[config.mk]
export PLATFORM = sky130hd
export DESIGN_NAME = kce_ctrl
export DESIGN_NICKNAME = d
export VERILOG_FILES = /design/src/design/kce_pkg.sv /design/src/design/kce_ctrl.sv
export SDC_FILE = /design/constraint.sdc
export NUM_CORES = 1
export LEC_CHECK = 0
export BUFFER_PORTS_ARGS = -buffer_cell sky130_fd_sc_hd__buf_4
export CAP_MARGIN = 5
export CORE_UTILIZATION = 45
export CTS_BUF_LIST = sky130_fd_sc_hd__clkbuf_2
export CTS_CLUSTER_DIAMETER = 100
export DETAILED_ROUTE_END_ITERATION = 10
export MAX_ROUTING_LAYER = met4
export PLACE_DENSITY = 0.69
export SYNTH_ARGS = -nofsm -noshare
export SYNTH_HDL_FRONTEND = slang
export SYNTH_SLANG_ARGS = --single-unit
[constraint.sdc]
create_clock -name clk -period 3.4 [get_ports clk]
set_input_delay 0.17 -clock clk [delete_from_list [all_inputs] [get_ports clk]]
set_output_delay 0.17 -clock clk [all_outputs]
set_load 0.05 [all_outputs]
[src/design/kce_pkg.sv]
// shared types, constants and codes of the k-means clustering engine
package kce_pkg;

    // default sizes of the stores
    localparam int KCE_MAX_POINTS   = 1024;
    localparam int KCE_MAX_DIMS     = 32;
    localparam int KCE_MAX_CLUSTERS = 16;

    // register values after reset
    localparam logic [4:0]  RST_NUM_CLUSTERS = 5'd2;
    localparam logic [5:0]  RST_NUM_DIMS     = 6'd32;
    localparam logic [7:0]  RST_MAX_ITER     = 8'd100;
    localparam logic [15:0] RST_FIRST_ID     = 16'd0;

    // configuration register indexes
    typedef enum logic [1:0] {
        CFG_NUM_CLUSTERS = 2'd0,
        CFG_NUM_DIMS     = 2'd1,
        CFG_MAX_ITER     = 2'd2,
        CFG_FIRST_ID     = 2'd3
    } cfg_idx_t;

    // result status codes
    typedef enum logic [1:0] {
        ST_CONVERGED = 2'd0,
        ST_LIMIT     = 2'd1,
        ST_TOO_FEW   = 2'd2,
        ST_READ      = 2'd3
    } run_status_t;

    // source of a centre store write
    typedef enum logic [1:0] {
        CEN_PT   = 2'd0,
        CEN_ZERO = 2'd1,
        CEN_QUOT = 2'd2
    } cen_src_t;

    typedef struct packed {
        logic [4:0]  num_clusters;
        logic [5:0]  num_dims;
        logic [7:0]  max_iterations;
        logic [15:0] first_cluster_id;
    } cfg_t;

    typedef struct packed {
        logic        cmd;
        logic [15:0] coord_value;
        logic        last_of_point;
        logic        last_of_set;
        logic [3:0]  cluster_index;
        logic [4:0]  dim_index;
    } item_t;

    typedef struct packed {
        logic [1:0]  status;
        logic [7:0]  iterations_used;
        logic [31:0] total_distance;
        logic [15:0] center_value;
        logic [15:0] cluster_id;
    } result_t;

    // commands from the controller to the datapath
    typedef struct packed {
        logic        pt_wr;
        logic        pt_rd;
        logic        cen_rd;
        logic        cen_wr;
        cen_src_t    cen_src;
        logic        row_set;
        logic        rd_capture;
        logic        sum_rd;
        logic        sum_wr;
        logic        use_bi;
        logic        cnt_clear;
        logic        cnt_inc;
        logic        sq_calc;
        logic        s_clear;
        logic        s_acc;
        logic        best_upd;
        logic        best_first;
        logic        sqrt_start;
        logic        tot_clear;
        logic        tot_acc;
        logic        div_start;
        logic        run_init;
        logic        run_fail;
        logic        iter_end;
        logic        out_load;
        run_status_t out_status;
    } dp_cmd_t;

    // status from the datapath to the controller
    typedef struct packed {
        logic       sqrt_done;
        logic       div_done;
        logic       cnt_zero;
        logic       row_valid;
        logic       out_busy;
        logic       tot_eq_prev;
        logic [7:0] iter_val;
    } dp_stat_t;

endpackage

[src/design/kce_ctrl.sv]
// controller state machine: loading, seeding, lloyd iterations and read-back
module kce_ctrl import kce_pkg::*; #(
    parameter int MAX_POINTS   = KCE_MAX_POINTS,
    parameter int MAX_DIMS     = KCE_MAX_DIMS,
    parameter int MAX_CLUSTERS = KCE_MAX_CLUSTERS,
    localparam int PIW = $clog2(MAX_POINTS),
    localparam int CIW = (MAX_CLUSTERS > 1) ? $clog2(MAX_CLUSTERS) : 1,
    localparam int DIW = (MAX_DIMS > 1) ? $clog2(MAX_DIMS) : 1
) (
    input  logic           clk,
    input  logic           rst_n,
    input  cfg_t           cfg,
    input  item_t          item,
    input  logic           item_valid,
    output logic           item_stall,
    output dp_cmd_t        cmd,
    output logic [PIW-1:0] pidx,
    output logic [CIW-1:0] cidx,
    output logic [DIW-1:0] didx,
    input  dp_stat_t       stat
);

    localparam int NW = $clog2(MAX_POINTS + 1);
    localparam int KW = $clog2(MAX_CLUSTERS + 1);
    localparam int DW = $clog2(MAX_DIMS + 1);

    typedef enum logic [18:0] {
        S_IDLE     = 19'h00001,
        S_READ     = 19'h00002,
        S_START    = 19'h00004,
        S_SEED_RD  = 19'h00008,
        S_SEED_WR  = 19'h00010,
        S_ITER     = 19'h00020,
        S_AS_RD    = 19'h00040,
        S_AS_SQ    = 19'h00080,
        S_AS_ACC   = 19'h00100,
        S_AS_CMP   = 19'h00200,
        S_SUM_RD   = 19'h00400,
        S_SUM_WR   = 19'h00800,
        S_SQRT     = 19'h01000,
        S_UPD_CHK  = 19'h02000,
        S_UPD_RD   = 19'h04000,
        S_UPD_DIV  = 19'h08000,
        S_UPD_WAIT = 19'h10000,
        S_ITER_END = 19'h20000,
        S_DONE     = 19'h40000
    } state_t;

    state_t      state_reg, state_next;
    logic [NW-1:0] pl_reg, pl_next;
    logic [DW-1:0] cc_reg, cc_next;
    logic [NW-1:0] p_reg, p_next;
    logic [KW-1:0] c_reg, c_next;
    logic [DW-1:0] d_reg, d_next;
    run_status_t rs_reg, rs_next;

    logic [KW-1:0] k_w;
    logic [DW-1:0] dims_w;
    logic [7:0]    lim;
    logic          accept;
    logic          d_last;

    // clamped configuration
    always_comb
    begin
        if (cfg.num_clusters == 5'd0)
            k_w = KW'(1);
        else if (32'(cfg.num_clusters) > MAX_CLUSTERS)
            k_w = KW'(MAX_CLUSTERS);
        else
            k_w = KW'(cfg.num_clusters);
        if (cfg.num_dims == 6'd0)
            dims_w = DW'(1);
        else if (32'(cfg.num_dims) > MAX_DIMS)
            dims_w = DW'(MAX_DIMS);
        else
            dims_w = DW'(cfg.num_dims);
        lim = (cfg.max_iterations == 8'd0) ? 8'd1 : cfg.max_iterations;
    end

    assign item_stall = (state_reg != S_IDLE) || stat.out_busy;
    assign accept     = item_valid && !item_stall;
    assign d_last     = ((d_reg + DW'(1)) == dims_w);

    // next state and commands
    always_comb
    begin
        state_next = state_reg;
        pl_next    = pl_reg;
        cc_next    = cc_reg;
        p_next     = p_reg;
        c_next     = c_reg;
        d_next     = d_reg;
        rs_next    = rs_reg;
        cmd        = '0;
        cmd.cen_src    = CEN_PT;
        cmd.out_status = rs_reg;
        unique case (state_reg)
            S_IDLE:
            begin
                if (accept)
                begin
                    if (item.cmd)
                    begin
                        cmd.rd_capture = 1'b1;
                        state_next     = S_READ;
                    end
                    else
                    begin
                        if ((32'(pl_reg) < MAX_POINTS) && (cc_reg < dims_w))
                            cmd.pt_wr = 1'b1;
                        if (cc_reg < dims_w)
                            cc_next = cc_reg + DW'(1);
                        if (item.last_of_point || item.last_of_set)
                        begin
                            if (32'(pl_reg) < MAX_POINTS)
                                pl_next = pl_reg + NW'(1);
                            cc_next = '0;
                        end
                        if (item.last_of_set)
                            state_next = S_START;
                    end
                end
            end
            S_READ:
            begin
                cmd.out_load   = 1'b1;
                cmd.out_status = ST_READ;
                state_next     = S_IDLE;
            end
            S_START:
            begin
                c_next = '0;
                d_next = '0;
                if (32'(pl_reg) < 32'(k_w))
                begin
                    cmd.run_fail = 1'b1;
                    rs_next      = ST_TOO_FEW;
                    state_next   = S_DONE;
                end
                else
                begin
                    cmd.run_init = 1'b1;
                    state_next   = S_SEED_RD;
                end
            end
            // seed centre c with point c, clear unused dims of never-written rows
            S_SEED_RD:
            begin
                cmd.pt_rd  = 1'b1;
                state_next = S_SEED_WR;
            end
            S_SEED_WR:
            begin
                if (d_reg < dims_w)
                begin
                    cmd.cen_wr  = 1'b1;
                    cmd.cen_src = CEN_PT;
                end
                else if (!stat.row_valid)
                begin
                    cmd.cen_wr  = 1'b1;
                    cmd.cen_src = CEN_ZERO;
                end
                if (d_reg == DW'(MAX_DIMS - 1))
                begin
                    cmd.row_set = 1'b1;
                    d_next      = '0;
                    c_next      = c_reg + KW'(1);
                    state_next  = ((c_reg + KW'(1)) == k_w) ? S_ITER : S_SEED_RD;
                end
                else
                begin
                    d_next     = d_reg + DW'(1);
                    state_next = S_SEED_RD;
                end
            end
            S_ITER:
            begin
                cmd.cnt_clear = 1'b1;
                cmd.tot_clear = 1'b1;
                cmd.s_clear   = 1'b1;
                p_next        = '0;
                c_next        = '0;
                d_next        = '0;
                state_next    = S_AS_RD;
            end
            // squared distance of point p to centre c, one coordinate per pass
            S_AS_RD:
            begin
                cmd.pt_rd  = 1'b1;
                cmd.cen_rd = 1'b1;
                state_next = S_AS_SQ;
            end
            S_AS_SQ:
            begin
                cmd.sq_calc = 1'b1;
                state_next  = S_AS_ACC;
            end
            S_AS_ACC:
            begin
                cmd.s_acc = 1'b1;
                if (d_last)
                begin
                    d_next     = '0;
                    state_next = S_AS_CMP;
                end
                else
                begin
                    d_next     = d_reg + DW'(1);
                    state_next = S_AS_RD;
                end
            end
            S_AS_CMP:
            begin
                cmd.best_upd   = 1'b1;
                cmd.best_first = (c_reg == '0);
                cmd.s_clear    = 1'b1;
                if ((c_reg + KW'(1)) == k_w)
                begin
                    c_next     = '0;
                    state_next = S_SUM_RD;
                end
                else
                begin
                    c_next     = c_reg + KW'(1);
                    state_next = S_AS_RD;
                end
            end
            // add the point into the sums of its nearest cluster
            S_SUM_RD:
            begin
                cmd.use_bi = 1'b1;
                cmd.pt_rd  = 1'b1;
                cmd.sum_rd = 1'b1;
                state_next = S_SUM_WR;
            end
            S_SUM_WR:
            begin
                cmd.use_bi = 1'b1;
                cmd.sum_wr = 1'b1;
                if (d_last)
                begin
                    d_next         = '0;
                    cmd.cnt_inc    = 1'b1;
                    cmd.sqrt_start = 1'b1;
                    state_next     = S_SQRT;
                end
                else
                begin
                    d_next     = d_reg + DW'(1);
                    state_next = S_SUM_RD;
                end
            end
            S_SQRT:
            begin
                if (stat.sqrt_done)
                begin
                    cmd.tot_acc = 1'b1;
                    if ((p_reg + NW'(1)) == pl_reg)
                    begin
                        c_next     = '0;
                        state_next = S_UPD_CHK;
                    end
                    else
                    begin
                        p_next     = p_reg + NW'(1);
                        state_next = S_AS_RD;
                    end
                end
            end
            // new centres of non-empty clusters
            S_UPD_CHK:
            begin
                if (c_reg == k_w)
                    state_next = S_ITER_END;
                else if (stat.cnt_zero)
                    c_next = c_reg + KW'(1);
                else
                begin
                    d_next     = '0;
                    state_next = S_UPD_RD;
                end
            end
            S_UPD_RD:
            begin
                cmd.sum_rd = 1'b1;
                state_next = S_UPD_DIV;
            end
            S_UPD_DIV:
            begin
                cmd.div_start = 1'b1;
                state_next    = S_UPD_WAIT;
            end
            S_UPD_WAIT:
            begin
                if (stat.div_done)
                begin
                    cmd.cen_wr  = 1'b1;
                    cmd.cen_src = CEN_QUOT;
                    if (d_last)
                    begin
                        d_next     = '0;
                        c_next     = c_reg + KW'(1);
                        state_next = S_UPD_CHK;
                    end
                    else
                    begin
                        d_next     = d_reg + DW'(1);
                        state_next = S_UPD_RD;
                    end
                end
            end
            S_ITER_END:
            begin
                cmd.iter_end = 1'b1;
                if (stat.tot_eq_prev)
                begin
                    rs_next    = ST_CONVERGED;
                    state_next = S_DONE;
                end
                else if (({1'b0, stat.iter_val} + 9'd1) == {1'b0, lim})
                begin
                    rs_next    = ST_LIMIT;
                    state_next = S_DONE;
                end
                else
                begin
                    state_next = S_ITER;
                end
            end
            S_DONE:
            begin
                cmd.out_load   = 1'b1;
                cmd.out_status = rs_reg;
                pl_next        = '0;
                cc_next        = '0;
                state_next     = S_IDLE;
            end
            default:
            begin
                state_next = S_IDLE;
            end
        endcase
    end

    // store indexes for the datapath
    always_comb
    begin
        cidx = c_reg[CIW-1:0];
        if (state_reg == S_IDLE)
        begin
            pidx = pl_reg[PIW-1:0];
            didx = cc_reg[DIW-1:0];
        end
        else if ((state_reg == S_SEED_RD) || (state_reg == S_SEED_WR))
        begin
            pidx = PIW'(c_reg);
            didx = d_reg[DIW-1:0];
        end
        else
        begin
            pidx = p_reg[PIW-1:0];
            didx = d_reg[DIW-1:0];
        end
    end

    // state registers
    always_ff @(posedge clk or negedge rst_n)
    begin
        if (!rst_n)
        begin
            state_reg <= S_IDLE;
            pl_reg    <= '0;
            cc_reg    <= '0;
            p_reg     <= '0;
            c_reg     <= '0;
            d_reg     <= '0;
            rs_reg    <= ST_CONVERGED;
        end
        else
        begin
            state_reg <= state_next;
            pl_reg    <= pl_next;
            cc_reg    <= cc_next;
            p_reg     <= p_next;
            c_reg     <= c_next;
            d_reg     <= d_next;
            rs_reg    <= rs_next;
        end
    end

endmodule

Word level (Yosys, flattened, before mapping)
Index checks and enable logic that the tools add are counted.
{ "word_totals": {"reg_bits": 60, "inputBits": 80, "output_inout_bits": 48, "word_cells": 182} }
{ "op_classes": {"addsub": 6, "order_cmp": 6, "n_eq_ne": 44, "muxes": 91, "reduce_logical": 28} }
{ "op_table": {"columns": ["cell", "n"], "rows": [
  ["one-hot mux 19 bit (17 select lines)", 1],
  ["two-way mux 19 bit", 10],
  ["two-way mux 6 bit", 13],
  ["two-way mux 11 bit", 7],
  ["two-way mux 5 bit", 11],
  ["one-hot mux 11 bit (2 select lines)", 2],
  ["two-way mux 10 bit", 3],
  ["one-hot mux 5 bit (6 select lines)", 1],
  ["one-hot mux 6 bit (5 select lines)", 1],
  ["!= test 2 bit, second input constant", 14],
  ["two-way mux 1 bit", 26],
  ["adder 11 x 1 -> 11 bit, second input constant", 2],
  ["== test 19 x 1 -> 1 bit, second input constant", 1],
  ["== test 19 x 10 -> 1 bit, second input constant", 1],
  ["== test 19 x 11 -> 1 bit, second input constant", 1],
  ["== test 19 x 12 -> 1 bit, second input constant", 1],
  ["== test 19 x 13 -> 1 bit, second input constant", 1],
  ["== test 19 x 14 -> 1 bit, second input constant", 1],
  ["== test 19 x 15 -> 1 bit, second input constant", 1],
  ["== test 19 x 16 -> 1 bit, second input constant", 1],
  ["== test 19 x 17 -> 1 bit, second input constant", 1],
  ["== test 19 x 18 -> 1 bit, second input constant", 1],
  ["== test 19 bit, second input constant", 1],
  ["== test 19 x 2 -> 1 bit, second input constant", 1],
  ["other kinds (46)", 72]
]} }

Longest topological paths before layout
Gate-level depths: netlist (run 1).
{ "logic_depth": {"ltp_word": 9, "mapped_depth": 11, "depth_no_buf": 11} }

Worst setup path before layout (run 1)
No wires, ideal clock.
{ "synth_path": {"path_kind": "reg-to-reg", "from": "register state_reg[14]", "to": "register state_reg[6]", "setup_time_ns": 0.089, "arrival_time_ns": 3.644, "t_required_ns": 3.311, "path_slack_ns": -0.333, "path_stages_with_launch": 9, "path_buffers": 1, "period_less_slack_ns": 3.733, "cell_sequence": "dfrtp_1 -> buf_6 -> nor4_1 -> nand4_1 -> nor4b_1 -> inv_1 -> and3_1 -> a311o_1 -> a41oi_1"} }
{ "synth_between": {"elab_chain_len": 6, "word_cells_on_any_way": 28, "classes_between": "eq/ne (23); mux (1); reduce/logical (4)"} }
{ "synth_rtl": {"columns": ["item", "line_no", "source"], "rows": [
  ["start, declared", "kce_ctrl.sv:49", "state_t state_reg, state_next;"],
  ["start signal, assigned", "kce_ctrl.sv:383", "state_reg <= state_next;"],
  ["!= test 19 x 1 -> 1 bit", "kce_ctrl.sv:81", "assign item_stall = (state_reg != S_IDLE) || stat.out_busy;"],
  ["logical OR 1 bit", "kce_ctrl.sv:81", null],
  ["zero test 1 bit", "kce_ctrl.sv:82", "assign accept = item_valid && !item_stall;"],
  ["logical AND 1 bit", "kce_ctrl.sv:82", null],
  ["!= test 2 bit (no line)", null, null],
  ["AND reduction 5 bit (no line)", null, null]
]} }
Several ways; a longest one is shown, not always the timed one.
A chain may end at the register's enable or synchronous reset.

==> impl_metrics.py, run 1 <==
metrics = {
    "critical_path": {
        "worst_r2r_startpoint": "state_reg[8]$_DFFE_PN0P_",
        "worstPathArrival_ns": 3.08,
        "endpoint_kind": "primary output",
        "path_buf_inv": 3,
        "crit_family": "simple AND/OR/NAND/NOR gates",
        "path_max_fanout": 7,
        "critPathKind": "register to primary output",
        "path_cells": "or4_1 -> nor3_1 -> buf_4 -> nand3b_1 -> or3b_2 -> inv_1 -> or2_2 -> buf_4",
        "critPathSlowestCell": "or4_1",
        "cp.depth": 8,
        "critPathCapture": "cmd[17]",
        "cp_common_cell": "buf_4",
        "cp-startpoint": "state_reg[1]$_DFFE_PN0P_",
        "startpoint_type": "register",
        "reg2reg_depth": 7,
        "r2r-end": "d_reg[3]$_DFFE_PN0P_",
        "ff2ff_setup_slack_ns": 0.37,
        "cp.required_ns": 3.23,
        "crit_path_max_incr_delay_ns": 0.62,
    },
    "synthesis": {
        "synth_warnings": 0,
        "syn_inst": 624,
        "synth_edf_count": 0,
        "ys_seq_area_share_pct": 28.6,
        "yosysTopAreaCell": "dfrtp_1",
        "yosysUniqueCellTypes": 73,
        "syn_nets": 726,
        "ys_seq_elements": 60,
        "synth_top_area_share_pct": 28.1,
        "syn_area_per_cell_sq_um": 8.43,
        "synth_ff_type": "dfrtp_1",
        "synth-async-reset-ratio_pct": 100,
        "synth_area_leaders": "dfrtp_1 28%, ha_1 5.2%, nand2_1 4.0%",
        "synth_area_sq_um": 5260,
    },
    "final_layout": {
        "final_common_cell": "buf_4",
        "largest_reg_flops": 19,
        "fin_nets": 818,
        "layout_common_cells": "103 x buf_4, 59 x dfrtp_1, 55 x nor2_1, 55 x nand2_1, 31 x o21ai_0",
        "final_design_area_no_fill_sq_um": 6240,
        "drive_above_1_share_pct": 20.7,
        "areaGrowthSynthToFinish_pct": 18.6,
        "n_antenna_cell": 0,
    },
    "drt": {
        "wire_per_inst_microns": 17.3,
        "drc": 0,
        "drt-initial-drc-count": 378,
        "firstDrtPassIters": 7,
        "ant_nets": 0,
        "vias_per_cell": 5.97,
        "num_vias": 5150,
        "routed_wl_microns": 14900,
    },
    "timing": {
        "tightest_slew_ns": 0.796,
        "finalSetupViolations": 0,
        "fin_skew_ns": 0.0248,
        "slew_viol_final": 0,
        "grt_setup_unrepaired": "false",
        "hold_viol": 0,
        "relSlewSlack_pct": 46.9,
        "fmax_mhz": 308,
        "finalCriticalPeriod_ns": 3.25,
        "post-route-period-util_pct": 95.5,
        "finalSetupTns_ns": 0,
        "hold_slack_ns": 0.0566,
    },
    "power_and_ir_drop": {
        "total_leakage_power_nw": 2.93,
        "power_switching_mw": 1.31,
        "peakVddDrop_mv": 0.625,
        "comb_power_share_pct": 51.6,
        "internal_power_mw": 1.38,
        "sequentialPowerShare_pct": 34.7,
        "pwr-share-clk_pct": 13.7,
        "switching_share_pct": 48.8,
        "powerDensity_nw_per_um2": 431,
    },
    "placed_design": {
        "gp_congestion": 0.904,
        "placed_cell_area_sq_um": 6060,
        "detailed_place_hpwl_microns": 11400,
        "port_buffers": 86,
    },
    "floorplan": {
        "core_sq_um": 11400,
        "start_util_pct": 46.1,
        "die-area_sq_um": 12100,
        "die_h_microns": 110,
        "ios": 128,
        "std_cell_rows": 39,
        "die_w_microns": 110,
    },
    "global_routing": {
        "met1_usage_pct": 35.3,
        "use_met2_pct": 41.9,
        "antenna_found_initial": 0,
        "busiest_layer": "met2",
        "grt_use_total_pct": 26.7,
        "grt_pass1_wl_microns": 24000,
        "globalRouteMet3Util_pct": 5.41,
        "grt_max_degree": 61,
        "grt_pass1_vias": 4766,
        "overflow": 0,
    },
    "clock_network": {
        "cts_buffers": 9,
        "htree_levels": 3,
        "cts_root_buf": "clkbuf_2",
        "clockBufferDepth": 2,
        "clock_latency_ns": 0.55,
        "clock_sinks": 60,
        "cts_tree": "yes",
        "clk_pin_slew_ns": 0.18,
    },
    "run": {
        "maxCapViolCount": 0,
    },
    "worst_hold_path": {
        "worst_hold_path_type": "input port to register",
    },
    "run_status": {
        "status": "completed",
    },
}
-- final cells by class --
cell class,count,area (sq um)
clock inverters,4,18.8
flip-flops and latches,60,1500
repair buffers,112,863
multi-input cells,513,3550
clock buffers,10,50.0
inverters,20,75.1
well taps,143,179
fillers,1045,5180
-- metal layers --
layer | wire (microns) | up-vias
li1 | - | 2484
met1 | 6990 | 2478
met2 | 6930 | 172
met3 | 809 | 16
met4 | 179 | 0
met5 | 0 | -
-- per-stage QoR --
step / cells / utilization [%] / total power, mW / worst slack (ns)
after floorplan: 624 / - / 1.89 / 0.139
after global placement: 838 / 53.1 / 2.27 / 0.428
after detailed placement: 838 / 53.1 / 2.30 / 0.400
after CTS: 862 / 54.6 / 2.68 / 0.0901
after global routing: 862 / 54.7 / 2.86 / 0.0127
final: 862 / 54.7 / 2.69 / 0.153
-- cells by family after synthesis --
family	count (synthesis)	synth area share (%)
multiplexers	26	5.09
AO/OA/AOI/OAI	134	17.6
XOR/XNOR	45	8.01
adder cells (fa/ha/maj)	22	5.23
buffers and inverters	51	4.38
AND/OR/NAND/NOR	286	31.1
flip-flops	60	28.6
-- power groups by stage --
| stage | logic [mW] | registers [mW] | clock network (mW) |
|---|---|---|---|
| floorplan | 1.02 | 0.872 | 0 |
| global placement | 1.33 | 0.939 | 0 |
| detailed placement | 1.36 | 0.942 | 0 |
| CTS | 1.37 | 0.929 | 0.381 |
| global route | 1.50 | 0.947 | 0.405 |
| finish | 1.39 | 0.932 | 0.369 |
-- cells in the mapped netlist, types with 4 or more instances --
master / number
dfrtp_1: 59
nand2_1: 56
nor2_1: 55
o21ai_0: 31
xor2_1: 24
a21oi_1: 22
clkbuf_1: 22
ha_1: 22
nand3_1: 21
inv_1: 20
mux2i_1: 20
nand2b_1: 19
xnor2_1: 19
and3_1: 16
nand4_1: 12
nor2b_1: 12
nor4_1: 12
nor3_1: 11
o21a_1: 10
or4_1: 9
o31ai_1: 8
or3_1: 8
and2_1: 7
and4_1: 7
nand4b_1: 7
buf_4: 6
mux2_2: 6
o211ai_1: 6
or2_2: 6
a21o_1: 5
a22o_1: 5
a211oi_1: 4
a21boi_0: 4
nor4_2: 4
nor4b_1: 4
-- worst reg2reg max path: cells and delay by family (launching register included) --
kind | cells | cell delay, ns
flops | 1 | 0.48
mux | 1 | 0.13
simple gates | 6 | 2.36
-- worst min-delay path by stage --
stage | from | endpoint | cells past startpoint | slack [ns]
floorplan | rst_n | c_reg[0]$_DFFE_PN0P_ | 0 | -0.13
global placement | rst_n | d_reg[3]$_DFFE_PN0P_ | 1 | 0.31
detailed placement | rst_n | d_reg[3]$_DFFE_PN0P_ | 1 | 0.32
CTS | stat[9] | state_reg[2]$_DFFE_PN0P_ | 5 | 0.02
global route | stat[12] | state_reg[16]$_DFFE_PN0P_ | 3 | 0.04
finish | stat[9] | state_reg[2]$_DFFE_PN0P_ | 5 | 0.06
-- what timing repair did --
item	in CTS	in global routing
endpoints found under the setup margin	5	5
resized for setup	1	1
hold buffers	9	0
endpoints found under the hold margin	68	0
setup buffers	1	0
pin swaps	2	0
(Power assumes the default switching activity.)
==> run 2, diff against run 1 <==
BUFFER_PORTS_ARGS = -buffer_cell sky130_fd_sc_hd__buf_2   (was -buffer_cell sky130_fd_sc_hd__buf_4)
CELL_PAD_IN_SITES_DETAIL_PLACEMENT = 0   (was default)
CELL_PAD_IN_SITES_GLOBAL_PLACEMENT = 1   (was default)
CORE_UTILIZATION = 41   (was 45)
CTS_BUF_LIST = sky130_fd_sc_hd__clkbuf_8   (was sky130_fd_sc_hd__clkbuf_2)
PLACE_DENSITY = default   (was 0.69)
PLACE_DENSITY_LB_ADDON = 0.1   (was default)
==> run 2 against run 1 <==
- critical path depth down 1
- die area rose by 9.6%
- cell area decreased by 1.6%
- clock skew is 0.016 ns lower
- clock-buffer cell count unchanged
- total power grew 11%
- register-to-register slack gained 0.02 ns
- non-clock buffer count decreased by 6
- critical path type unchanged
- final cell count grew 2.9%
- core utilization is 5.8 points lower
==> impl_metrics.py, run 2 (same netlist as run 1, synthesis figures left out) <==
metrics = {
    "critical_path": {
        "crit_path_max_incr_delay_ns": 0.56,
        "path_max_fanout": 10,
        "worstPathArrival_ns": 2.93,
        "path_cells": "or4_4 -> nor4_4 -> nand4b_1 -> buf_4 -> and3_1 -> a22o_1 -> buf_2",
        "startpoint_type": "register",
        "cp.required_ns": 3.23,
        "critPathSlowestCell": "or4_4",
        "critPathCapture": "pidx[9]",
        "endpoint_kind": "primary output",
        "cp-startpoint": "state_reg[14]$_DFFE_PN0P_",
        "worst_r2r_startpoint": "state_reg[8]$_DFFE_PN0P_",
        "ff2ff_setup_slack_ns": 0.39,
        "r2r-end": "d_reg[2]$_DFFE_PN0P_",
        "reg2reg_depth": 7,
        "critPathKind": "register to primary output",
    },
    "run_status": {
        "status": "completed",
    },
    "drt": {
        "ant_nets": 0,
        "vias_per_cell": 5.66,
        "drc": 0,
        "routed_wl_microns": 15300,
        "wire_per_inst_microns": 17.3,
        "drt-initial-drc-count": 345,
        "firstDrtPassIters": 5,
        "num_vias": 5022,
    },
    "worst_hold_path": {
        "hold_depth": 2,
        "worst_hold_path_type": "input port to register",
    },
    "floorplan": {
        "die-area_sq_um": 13300,
        "std_cell_rows": 41,
        "die_h_microns": 115,
        "ios": 128,
        "core_sq_um": 12600,
        "start_util_pct": 41.9,
        "die_w_microns": 115,
    },
    "clock_network": {
        "htree_levels": 3,
        "cts_tree": "yes",
        "clk_pin_slew_ns": 0.07,
        "clock_latency_ns": 0.37,
        "cts_buffers": 9,
        "clockBufferDepth": 2,
        "cts_root_buf": "clkbuf_8",
        "clock_sinks": 60,
    },
    "timing": {
        "post-route-period-util_pct": 91.2,
        "setup_ws_ns": 0.301,
        "grt_setup_unrepaired": "false",
        "finalCriticalPeriod_ns": 3.10,
        "slew_viol_final": 0,
        "finalSetupViolations": 0,
        "finalSetupTns_ns": 0,
        "fmax_mhz": 323,
        "hold_viol": 0,
        "relSlewSlack_pct": 40.0,
        "tightest_slew_ns": 0.900,
        "fin_skew_ns": 0.00859,
    },
    "global_routing": {
        "grt_pass1_wl_microns": 24900,
        "grt_max_degree": 39,
        "overflow": 0,
        "grt_pass1_vias": 4864,
        "grt_use_total_pct": 25.3,
        "antenna_found_initial": 0,
    },
    "power_and_ir_drop": {
        "total_leakage_power_nw": 2.93,
        "peakVddDrop_mv": 0.590,
        "powerDensity_nw_per_um2": 485,
    },
    "final_layout": {
        "largest_reg_flops": 19,
        "fin_nets": 812,
        "final_common_cell": "buf_2",
        "areaGrowthSynthToFinish_pct": 16.8,
        "drive_above_1_share_pct": 21.4,
        "fillers": 1246,
        "layout_common_cells": "86 x buf_2, 59 x dfrtp_1, 55 x nor2_1, 55 x nand2_1, 31 x o21ai_0",
        "n_antenna_cell": 0,
    },
    "placed_design": {
        "port_buffers": 86,
        "gp_congestion": 0.895,
        "dp_slack_ns": 0.340,
        "detailed_place_hpwl_microns": 12000,
    },
    "run": {
        "maxCapViolCount": 0,
    },
}
## run 2: changes by cell type in the layout (fill, tap and decap cells not counted), sizes merged
cell         change
buf              +1
bufinv           +2
clkinv           -1
dlygate4sd3      -7
inv              +1
## run 2: where the power goes
group,switching [mW],leakage [nW],internal [mW],total (mW)
sequential,0.144,0.810,0.789,0.933
clock,0.312,0.117,0.426,0.737
combinational,0.875,2.01,0.432,1.31
## run 2: worst min path at each step
stage / from / to
4_1_cts: item[27] / state_reg[1]$_DFFE_PN0P_
3_3_place_gp: rst_n / d_reg[2]$_DFFE_PN0P_
5_1_grt: stat[13] / state_reg[12]$_DFFE_PN0P_
3_5_place_dp: rst_n / d_reg[2]$_DFFE_PN0P_
2_1_floorplan: rst_n / c_reg[0]$_DFFE_PN0P_
6_report: stat[13] / state_reg[12]$_DFFE_PN0P_
## run 2: timing repair
| item | CTS | global route |
|---|---|---|
| hold buffers | 2 | 0 |
| buffers inserted | 0 | 0 |
| setup endpoints to repair | 0 | 4 |
| hold endpoints to repair | 37 | 0 |
| gates resized for setup | 0 | 2 |
## run 2: per-stage QoR
stage	hold slack (ns)	power, mW	util, %	std cells	cell area [sq um]
floorplan	-0.126	1.89	-	624	5270
global placement	0.351	2.24	46.9	869	5900
detailed placement	0.347	2.25	46.9	869	5900
CTS	0.0710	3.00	48.8	887	6140
global route	0.0964	3.17	48.9	887	6140
finish	0.0872	2.98	48.9	887	6140
## run 2: worst max-delay path: cells and delay by family, from the launching register on
family	cells	cell delay (ns)
AOI/OAI and AO/OA	1	0.20
DFF	1	0.48
buffers and inverters	2	0.41
and+or+nand+nor	4	1.48
## run 2: final cells by class
type                    instances  area [sq um]  area share [%]
multi-input cells             513          3550            57.8
flip-flops and latches         60          1500            24.5
repair buffers                106           586            9.53
well taps                     172           215            3.50
clock buffers                  10           138            2.24
clock inverters                 6          78.8            1.28
inverters                      20          75.1            1.22
## run 2: routing by layer
metal  part of all wire [%]  GRT usage [%]  vias to the layer above
met4                    2.3           10.0                        0
li1                       -              -                     2478
met1                     47           32.5                     2388
met5                      0              -                        -
met3                    3.9           3.48                       24
met2                     47           40.0                      132
